### src/rtl/tmbc_pkg.sv
// Shared constants and types of the tile map box collision block.
// Depends on nothing; used by the top level, tmbc_push and tmbc_checker.
package tmbc_pkg;

  localparam int MAX_COLUMNS_DEF = 32;
  localparam int MAX_ROWS_DEF    = 32;

  localparam int TILE_SIZE_W = 10;
  localparam int GRID_W      = 6;
  localparam int CFG_INDEX_W = 2;
  localparam int CFG_DATA_W  = 16;
  localparam int OUT_W       = 15;

  localparam logic [CFG_INDEX_W-1:0] CFG_GRID_COLUMNS = 2'd0;
  localparam logic [CFG_INDEX_W-1:0] CFG_GRID_ROWS    = 2'd1;
  localparam logic [CFG_INDEX_W-1:0] CFG_TILE_SIZE    = 2'd2;

  localparam logic [GRID_W-1:0]      GRID_COLUMNS_RST = 6'd25;
  localparam logic [GRID_W-1:0]      GRID_ROWS_RST    = 6'd25;
  localparam logic [TILE_SIZE_W-1:0] TILE_SIZE_RST    = 10'd512;

  localparam logic ACT_LOAD  = 1'b0;
  localparam logic ACT_QUERY = 1'b1;

  localparam int OUT_MIN = -16384;
  localparam int OUT_MAX = 16383;

  // Query geometry: box moved by the requested movement.
  typedef struct packed {
    logic signed [15:0] nl;
    logic signed [15:0] nt;
    logic [12:0]        w;
    logic [12:0]        h;
    logic signed [10:0] mx;
    logic signed [10:0] my;
  } query_t;

endpackage

### src/rtl/tile_map_box_collision.sv
// Tile map box collision: wall map, row-major scan and push-out control.
// Depends on tmbc_pkg, tmbc_wall_mem and tmbc_push.
//
//   channel  signals                                   moves
//   in       in_valid/in_ready + action..move_y        load or query item
//   out      out_valid/out_ready + adjusted_x/y,changed one result per query
//   cfg      cfg_valid/cfg_ready + cfg_index,cfg_data  register write
//
// A load item is written straight into the map while in_ready stays high. A query
// item scans the map row-major up to and including the first hit; the scan reads
// one map bit per cycle, and the result passes through the push-out stage into the
// output registers. After reset a clearing pass writes all 2**(clog2(MAX_ROWS) +
// clog2(MAX_COLUMNS)) entries (1024 at the defaults); in_ready stays low meanwhile.
// cfg_ready is always high. A result waiting on out_ready holds the next query
// in its last cycle, so in_ready returns only once that result is taken.
module tile_map_box_collision #(
  parameter int MAX_COLUMNS = tmbc_pkg::MAX_COLUMNS_DEF,
  parameter int MAX_ROWS    = tmbc_pkg::MAX_ROWS_DEF
) (
  input  logic                                  clk,
  input  logic                                  rst,
  input  logic                                  in_valid,
  output logic                                  in_ready,
  input  logic                                  action,
  input  logic [4:0]                            tile_column,
  input  logic [4:0]                            tile_row,
  input  logic                                  tile_is_wall,
  input  logic [13:0]                           box_left,
  input  logic [13:0]                           box_top,
  input  logic [12:0]                           box_width,
  input  logic [12:0]                           box_height,
  input  logic signed [10:0]                    move_x,
  input  logic signed [10:0]                    move_y,
  output logic                                  out_valid,
  input  logic                                  out_ready,
  output logic signed [14:0]                    adjusted_x,
  output logic signed [14:0]                    adjusted_y,
  output logic                                  changed,
  input  logic                                  cfg_valid,
  output logic                                  cfg_ready,
  input  logic [tmbc_pkg::CFG_INDEX_W-1:0]      cfg_index,
  input  logic [tmbc_pkg::CFG_DATA_W-1:0]       cfg_data
);

  localparam int COL_W = (MAX_COLUMNS > 1) ? $clog2(MAX_COLUMNS) : 1;
  localparam int ROW_W = (MAX_ROWS > 1) ? $clog2(MAX_ROWS) : 1;
  localparam int CC_W  = $clog2(MAX_COLUMNS + 1);
  localparam int CR_W  = $clog2(MAX_ROWS + 1);
  localparam int AW    = ROW_W + COL_W;
  localparam int TL_W  = COL_W + tmbc_pkg::TILE_SIZE_W;
  localparam int TR_W  = ROW_W + tmbc_pkg::TILE_SIZE_W;
  localparam int TW_MAX = (TL_W > TR_W) ? TL_W : TR_W;
  localparam int SW    = ((TW_MAX > 16) ? TW_MAX : 16) + 2;

  typedef enum logic [1:0] {ST_CLEAR, ST_IDLE, ST_SCAN, ST_DONE} state_t;

  state_t state;

  logic [tmbc_pkg::GRID_W-1:0]      grid_columns;
  logic [tmbc_pkg::GRID_W-1:0]      grid_rows;
  logic [tmbc_pkg::TILE_SIZE_W-1:0] tile_size;

  logic [AW-1:0]   clr_addr;
  tmbc_pkg::query_t q, q_in;
  logic [COL_W-1:0] sc_c;
  logic [ROW_W-1:0] sc_r;
  logic [TL_W-1:0]  sc_tl, rd_tl;
  logic [TR_W-1:0]  sc_tt, rd_tt;
  logic             iss_active;
  logic             rd_v;
  logic             rd_last;

  logic [CC_W-1:0]  eff_cols;
  logic [CR_W-1:0]  eff_rows;
  logic             col_last, row_last;

  logic             mem_we, mem_wdata, mem_rdata;
  logic [AW-1:0]    mem_waddr, mem_raddr;

  logic signed [SW-1:0] nl_s, nt_s, w_s, h_s, tl_s, tt_s, ts_s;
  logic             overlap, hit_now, push_start, push_hit;

  logic signed [tmbc_pkg::OUT_W-1:0] p_adj_x, p_adj_y;
  logic             p_changed;

  assign in_ready  = (state == ST_IDLE);
  assign cfg_ready = 1'b1;

  assign eff_cols = (int'(grid_columns) < MAX_COLUMNS) ? CC_W'(grid_columns)
                                                       : CC_W'(MAX_COLUMNS);
  assign eff_rows = (int'(grid_rows) < MAX_ROWS) ? CR_W'(grid_rows) : CR_W'(MAX_ROWS);
  assign col_last = (CC_W'(sc_c) + CC_W'(1)) == eff_cols;
  assign row_last = (CR_W'(sc_r) + CR_W'(1)) == eff_rows;

  always_comb begin
    q_in.nl = $signed({2'b00, box_left}) + 16'(move_x);
    q_in.nt = $signed({2'b00, box_top}) + 16'(move_y);
    q_in.w  = box_width;
    q_in.h  = box_height;
    q_in.mx = move_x;
    q_in.my = move_y;
  end

  always_comb begin
    mem_we    = 1'b0;
    mem_waddr = clr_addr;
    mem_wdata = 1'b0;
    if (state == ST_CLEAR) begin
      mem_we = 1'b1;
    end else if (state == ST_IDLE && in_valid && action == tmbc_pkg::ACT_LOAD &&
                 int'(tile_column) < MAX_COLUMNS && int'(tile_row) < MAX_ROWS) begin
      mem_we    = 1'b1;
      mem_waddr = {ROW_W'(tile_row), COL_W'(tile_column)};
      mem_wdata = tile_is_wall;
    end
  end

  assign mem_raddr = {sc_r, sc_c};

  tmbc_wall_mem #(.AW(AW)) u_mem (
    .clk   (clk),
    .we    (mem_we),
    .waddr (mem_waddr),
    .wdata (mem_wdata),
    .raddr (mem_raddr),
    .rdata (mem_rdata)
  );

  always_comb begin
    nl_s = SW'(q.nl);
    nt_s = SW'(q.nt);
    w_s  = $signed({{(SW-13){1'b0}}, q.w});
    h_s  = $signed({{(SW-13){1'b0}}, q.h});
    tl_s = $signed({{(SW-TL_W){1'b0}}, rd_tl});
    tt_s = $signed({{(SW-TR_W){1'b0}}, rd_tt});
    ts_s = $signed({{(SW-tmbc_pkg::TILE_SIZE_W){1'b0}}, tile_size});
    overlap = (q.w != '0) && (q.h != '0) && (tile_size != '0) &&
              (nl_s < tl_s + ts_s) && (tl_s < nl_s + w_s) &&
              (nt_s < tt_s + ts_s) && (tt_s < nt_s + h_s);
  end

  assign hit_now    = rd_v && mem_rdata && overlap;
  assign push_hit   = hit_now;
  assign push_start = (state == ST_SCAN) && (rd_v ? (hit_now || rd_last) : !iss_active);

  tmbc_push #(.TL_W(TL_W), .TR_W(TR_W), .SW(SW)) u_push (
    .clk     (clk),
    .start   (push_start),
    .hit     (push_hit),
    .q       (q),
    .tl      (rd_tl),
    .tt      (rd_tt),
    .ts      (tile_size),
    .adj_x   (p_adj_x),
    .adj_y   (p_adj_y),
    .changed (p_changed)
  );

  always_ff @(posedge clk) begin
    if (rst) begin
      state        <= ST_CLEAR;
      clr_addr     <= '0;
      iss_active   <= 1'b0;
      rd_v         <= 1'b0;
      out_valid    <= 1'b0;
      grid_columns <= tmbc_pkg::GRID_COLUMNS_RST;
      grid_rows    <= tmbc_pkg::GRID_ROWS_RST;
      tile_size    <= tmbc_pkg::TILE_SIZE_RST;
    end else begin
      if (cfg_valid && cfg_ready) begin
        case (cfg_index)
          tmbc_pkg::CFG_GRID_COLUMNS: grid_columns <= cfg_data[tmbc_pkg::GRID_W-1:0];
          tmbc_pkg::CFG_GRID_ROWS:    grid_rows    <= cfg_data[tmbc_pkg::GRID_W-1:0];
          tmbc_pkg::CFG_TILE_SIZE:    tile_size    <= cfg_data[tmbc_pkg::TILE_SIZE_W-1:0];
          default: ;
        endcase
      end
      if (out_valid && out_ready && state != ST_DONE) begin
        out_valid <= 1'b0;
      end
      case (state)
        ST_CLEAR: begin
          clr_addr <= clr_addr + AW'(1);
          if (&clr_addr) begin
            state <= ST_IDLE;
          end
        end
        ST_IDLE: begin
          if (in_valid && action == tmbc_pkg::ACT_QUERY) begin
            q          <= q_in;
            sc_c       <= '0;
            sc_r       <= '0;
            sc_tl      <= '0;
            sc_tt      <= '0;
            iss_active <= (eff_cols != '0) && (eff_rows != '0);
            rd_v       <= 1'b0;
            state      <= ST_SCAN;
          end
        end
        ST_SCAN: begin
          rd_v    <= iss_active && !push_start;
          rd_tl   <= sc_tl;
          rd_tt   <= sc_tt;
          rd_last <= col_last && row_last;
          if (push_start) begin
            iss_active <= 1'b0;
            state      <= ST_DONE;
          end else if (iss_active) begin
            if (col_last) begin
              sc_c  <= '0;
              sc_tl <= '0;
              sc_r  <= sc_r + ROW_W'(1);
              sc_tt <= sc_tt + TR_W'(tile_size);
              if (row_last) begin
                iss_active <= 1'b0;
              end
            end else begin
              sc_c  <= sc_c + COL_W'(1);
              sc_tl <= sc_tl + TL_W'(tile_size);
            end
          end
        end
        ST_DONE: begin
          if (!out_valid || out_ready) begin
            adjusted_x <= p_adj_x;
            adjusted_y <= p_adj_y;
            changed    <= p_changed;
            out_valid  <= 1'b1;
            state      <= ST_IDLE;
          end
        end
        default: state <= ST_IDLE;
      endcase
    end
  end

endmodule

### src/rtl/tmbc_wall_mem.sv
// Wall bit map: one write port, one read port with registered data.
// Depends on nothing.
module tmbc_wall_mem #(
  parameter int AW = 10
) (
  input  logic          clk,
  input  logic          we,
  input  logic [AW-1:0] waddr,
  input  logic          wdata,
  input  logic [AW-1:0] raddr,
  output logic          rdata
);

  logic mem [2**AW];

  always_ff @(posedge clk) begin
    if (we) begin
      mem[waddr] <= wdata;
    end
    rdata <= mem[raddr];
  end

endmodule

### src/rtl/tmbc_push.sv
// Push-out stage: corrects the movement against the hit tile and saturates.
// Depends on tmbc_pkg.
module tmbc_push #(
  parameter int TL_W = 15,
  parameter int TR_W = 15,
  parameter int SW   = 18
) (
  input  logic                                 clk,
  input  logic                                 start,
  input  logic                                 hit,
  input  tmbc_pkg::query_t                     q,
  input  logic [TL_W-1:0]                      tl,
  input  logic [TR_W-1:0]                      tt,
  input  logic [tmbc_pkg::TILE_SIZE_W-1:0]     ts,
  output logic signed [tmbc_pkg::OUT_W-1:0]    adj_x,
  output logic signed [tmbc_pkg::OUT_W-1:0]    adj_y,
  output logic                                 changed
);

  logic signed [SW-1:0] mx_s, my_s, nl_s, nt_s, w_s, h_s, tl_s, tt_s, ts_s;
  logic signed [SW-1:0] x_new, y_new, x_sat, y_sat;

  function automatic logic signed [SW-1:0] sat(input logic signed [SW-1:0] v);
    logic signed [SW-1:0] r;
    r = v;
    if (v < SW'(tmbc_pkg::OUT_MIN)) r = SW'(tmbc_pkg::OUT_MIN);
    else if (v > SW'(tmbc_pkg::OUT_MAX)) r = SW'(tmbc_pkg::OUT_MAX);
    return r;
  endfunction

  always_comb begin
    mx_s = SW'(q.mx);
    my_s = SW'(q.my);
    nl_s = SW'(q.nl);
    nt_s = SW'(q.nt);
    w_s  = $signed({{(SW-13){1'b0}}, q.w});
    h_s  = $signed({{(SW-13){1'b0}}, q.h});
    tl_s = $signed({{(SW-TL_W){1'b0}}, tl});
    tt_s = $signed({{(SW-TR_W){1'b0}}, tt});
    ts_s = $signed({{(SW-tmbc_pkg::TILE_SIZE_W){1'b0}}, ts});
    x_new = mx_s;
    y_new = my_s;
    if (hit) begin
      if (q.my < 0) y_new = my_s + tt_s + ts_s - nt_s;
      else if (q.my > 0) y_new = my_s - (nt_s + h_s - tt_s);
      if (q.mx < 0) x_new = mx_s + tl_s + ts_s - nl_s;
      else if (q.mx > 0) x_new = mx_s - (nl_s + w_s - tl_s);
    end
    x_sat = sat(x_new);
    y_sat = sat(y_new);
  end

  always_ff @(posedge clk) begin
    if (start) begin
      adj_x   <= x_sat[tmbc_pkg::OUT_W-1:0];
      adj_y   <= y_sat[tmbc_pkg::OUT_W-1:0];
      changed <= hit;
    end
  end

endmodule

### config.mk
export PLATFORM = sky130hd
export DESIGN_NAME = tile_map_box_collision
export DESIGN_NICKNAME = d
export VERILOG_FILES = /design/src/rtl/tmbc_pkg.sv /design/src/rtl/tile_map_box_collision.sv /design/src/rtl/tmbc_wall_mem.sv /design/src/rtl/tmbc_push.sv
export SDC_FILE = /design/constraint.sdc
export NUM_CORES = 2
export LEC_CHECK = 0
export ABC_AREA = 1
export BUFFER_PORTS_ARGS = -buffer_cell sky130_fd_sc_hd__buf_2
export CORE_AREA = 2 2 390 469
export DETAILED_ROUTE_END_ITERATION = 7
export DIE_AREA = 0 0 392 471
export GPL_ROUTABILITY_DRIVEN = 0
export PLACE_DENSITY = 0.58
export SYNTH_ARGS = -nofsm -noshare
export SYNTH_HDL_FRONTEND = slang
export SYNTH_SLANG_ARGS = --single-unit
### constraint.sdc
create_clock -name clk -period 41.1 [get_ports clk]
set_clock_uncertainty 0.2 [all_clocks]
set_input_delay 2.055 -clock clk [delete_from_list [all_inputs] [get_ports clk]]
set_output_delay 2.055 -clock clk [all_outputs]
set_load 0.01 [all_outputs]
==> results.cfg <==
[status]
outcome = completed

[logic_synthesis]
synth.most_common_cell = nor2_1
ys.flop_type = edfxtp_1
synthTopCellsByArea = edfxtp_1, nor2_1, ha_1, o21ai_0, nand2_1
synth_cells = 6764
syn-mean-instance-area_sq_um = 9.788
ys_seq_area_frac = 0.5725
ys_types = 63
syn-num-nets = 7215
ys_ff_latch = 1275
syn_area_sq_um = 66210
ys.warnings.count = 0
yosysTopAreaCellShare = 0.5611
yosys-top-cells-count = nor2_1, edfxtp_1, o21ai_0, nand2_1, inv_1
async_flop_share = 0
yosysTopAreaCell = edfxtp_1
synth_edf_count = 1237

[finish]
multi_input_area_sq_um = 25280
drive_gt1_frac = 0.07834
area_growth_pct = 11.35
fillers = 17610
nets = 7143
stdcell_area_sq_um = 73720
seqCellArea_sq_um = 37910
stdcell_count = 9229

[critical_path]
end_kind = register
r2r_slack_ns = 34.52
worstPathMaxFanout = 35
cp_top_family = simple AND/OR/NAND/NOR gates
crit_top_cell = nand2_1
reg2reg_to = sc_tt[14]$_SDFFCE_PN0P_
cp-start-kind = register
r2r-start = tile_size[1]$_SDFFE_PP0P_
slowest_delay_ns = 0.87
worst_r2r_path_depth = 29
setup.worst_path.start = tile_size[1]$_SDFFE_PP0P_
worst-path-buf-inv = 1
critical_path_class = reg -> reg
required_ns = 41.29
worst_ep_arrival_time_ns = 6.76
slowest_stage = nor2_2

[cts]
cts_max_path_buffers = 3
cts_tree = done
hold_buffers = 0
cts.root.buffer_cell = clkbuf_16
insertion_delay_ns = 0.80
cts.sinks = 1275
cts_buffers = 141
cts-htree-levels = 4
cts_resized = 0
clkTransAtPathRegs_ns = 0.06
cts_setup_buffers = 0

[floorplanning]
die_h_um = 471
io_pins = 145
die_x_um = 392
rows = 171
core_area_sq_um = 180200
dieArea_sq_um = 184600
initial_core_util = 0.3675

[sta]
timing.setup.tns_ns = 0
min_period_ns = 6.579
setup_viol = 0
tightest_slew_ns = 1.230
rsz0062_at_grt = false
maxSlewHeadroom = 0.1799
setup_ws_ns = 34.52
hold_violations = 0
finalCritPeriodShare = 0.1601
fmax_ghz = 0.1520
drv_slew = 0

[grt]
grt-ovfl-total = 0
grt_usage = 0.2059
grt_pass1_wl_um = 290700
grt_max_degree = 262
grt_antenna_before_repair = 4
grt_pass1_vias = 48660

[min_path]
worstHoldStart = u_push.adj_y[12]$_SDFFCE_PP0P_
min_to = adjusted_y[12]$_DFFE_PP_
hold_class = reg -> reg
hold_path_depth = 0

[placement]
dpl_cell_area_sq_um = 69070
portBuffers = 137
dp.final_hpwl_um = 112500
post-place-ws_ns = 34.48
placed_cells = 8971

[power_and_ir_drop]
switchingPower_uw = 602.3
p_clk_frac = 0.461
peakVddDrop_uv = 44.69
switching_share = 0.2193
internal-power_uw = 2144
power.leakage_uw = 0.02391
pwr-share-seq = 0.513
comb_power_share = 0.025
p_per_area_nw_per_um2 = 37.25

[drt]
wire_per_inst_um = 21.12
drt_iter0_drc = 4655
vias_per_cell = 5.462
drcViolationCount = 0
dr.pass1.iters = 5
antenna_left = 0
wirelength_um = 194900
vias = 50410

[job]
drv_cap = 0
routing by layer:
layer,vias to the layer above,track usage,share of wire
li1,23340,-,-
met1,24890,0.2670,0.41
met2,1824,0.3494,0.48
met3,366,0.03112,0.075
met4,2,0.07003,0.033
met5,-,0,0.000072
worst max path at each step:
| stage | end | depth (start not counted) |
|---|---|---|
| 6_report | sc_tt[14]$_SDFFCE_PN0P_ | 29 |
| 5_1_grt | sc_tl[13]$_SDFFCE_PP0P_ | 29 |
| 4_1_cts | sc_tl[13]$_SDFFCE_PP0P_ | 29 |
| 3_5_place_dp | sc_tt[11]$_SDFFCE_PN0P_ | 29 |
| 3_3_place_gp | sc_tl[13]$_SDFFCE_PP0P_ | 29 |
| 2_1_floorplan | u_mem.mem[0]$_DFFE_PP_ | 5 |
kinds of logic after synthesis:
| family | count (synthesis) | share of synthesized area |
|---|---|---|
| simple gates | 2766 | 0.1676 |
| compound gates | 1406 | 0.1206 |
| flops | 1275 | 0.5725 |
| buf+inv | 822 | 0.04817 |
| fa+ha+maj | 340 | 0.07072 |
| xor+xnor | 154 | 0.02037 |
| other cells | 1 | 0.00005664 |
power groups by stage:
stage / clock network (uW) / registers, uW / logic, uW
2_1_floorplan: 0 / 1440 / 41.3
3_3_place_gp: 0 / 1440 / 68.2
3_5_place_dp: 0 / 1440 / 68.7
4_1_cts: 1290 / 1410 / 69.7
5_1_grt: 1330 / 1410 / 76.8
6_report: 1270 / 1410 / 69.8
cell type report:
class | count | share of cell area
antenna | 3 | 0.0001018
clock buffer | 189 | 0.05153
clock inverter | 66 | 0.01156
inverter | 386 | 0.01992
multi-input combinational | 4667 | 0.3429
sequential | 1275 | 0.5142
tap | 2422 | 0.04111
timing repair buffer | 221 | 0.01870
layout by cell type, fill, tap and decap left out, drive strengths merged, types with 4 or more instances in the layout:
master,netlist,final
nor2,1761,1761
edfxtp,1237,1237
o21ai,682,682
nand2,638,638
inv,385,387
a21oi,338,338
ha,283,283
nand3,253,253
buf,81,221
clkbuf,355,189
o22ai,160,160
xor2,102,102
o221ai,97,97
fa,57,57
clkinv,1,57
xnor2,52,52
nor3,48,48
dfxtp,38,38
o211ai,38,38
nand4,28,28
o21bai,16,16
or2,15,15
a31oi,14,14
a211oi,11,11
a21o,11,11
o21a,10,10
nor4,10,10
a21boi,8,8
bufinv,0,8
nand3b,6,6
o2111ai,4,4
o31ai,4,4
nor3b,4,4
flip-flops by register name (all words and copies together) (netlist names), 2 cells and up:
signal,flops
u_mem.mem,1024
q,35
nl_s,16
nt_s,16
adjusted_x,15
adjusted_y,15
rd_tl,15
rd_tt,15
sc_tl,15
sc_tt,15
u_push.adj_x,15
u_push.adj_y,15
h_s,13
clr_addr,10
tile_size,10
grid_columns,6
grid_rows,6
sc_c,5
sc_r,5
state,2
per-stage QoR:
step	power, uW	util	hold WS (ns)
after floorplan	1478	-	0.2003
after global placement	1506	0.3834	0.2033
after detailed placement	1506	0.3834	0.2045
after CTS	2766	0.4092	0.2093
after global routing	2820	0.4092	0.2231
final	2746	0.4092	0.2098
Note: power is estimated with default switching activity, not from simulation.
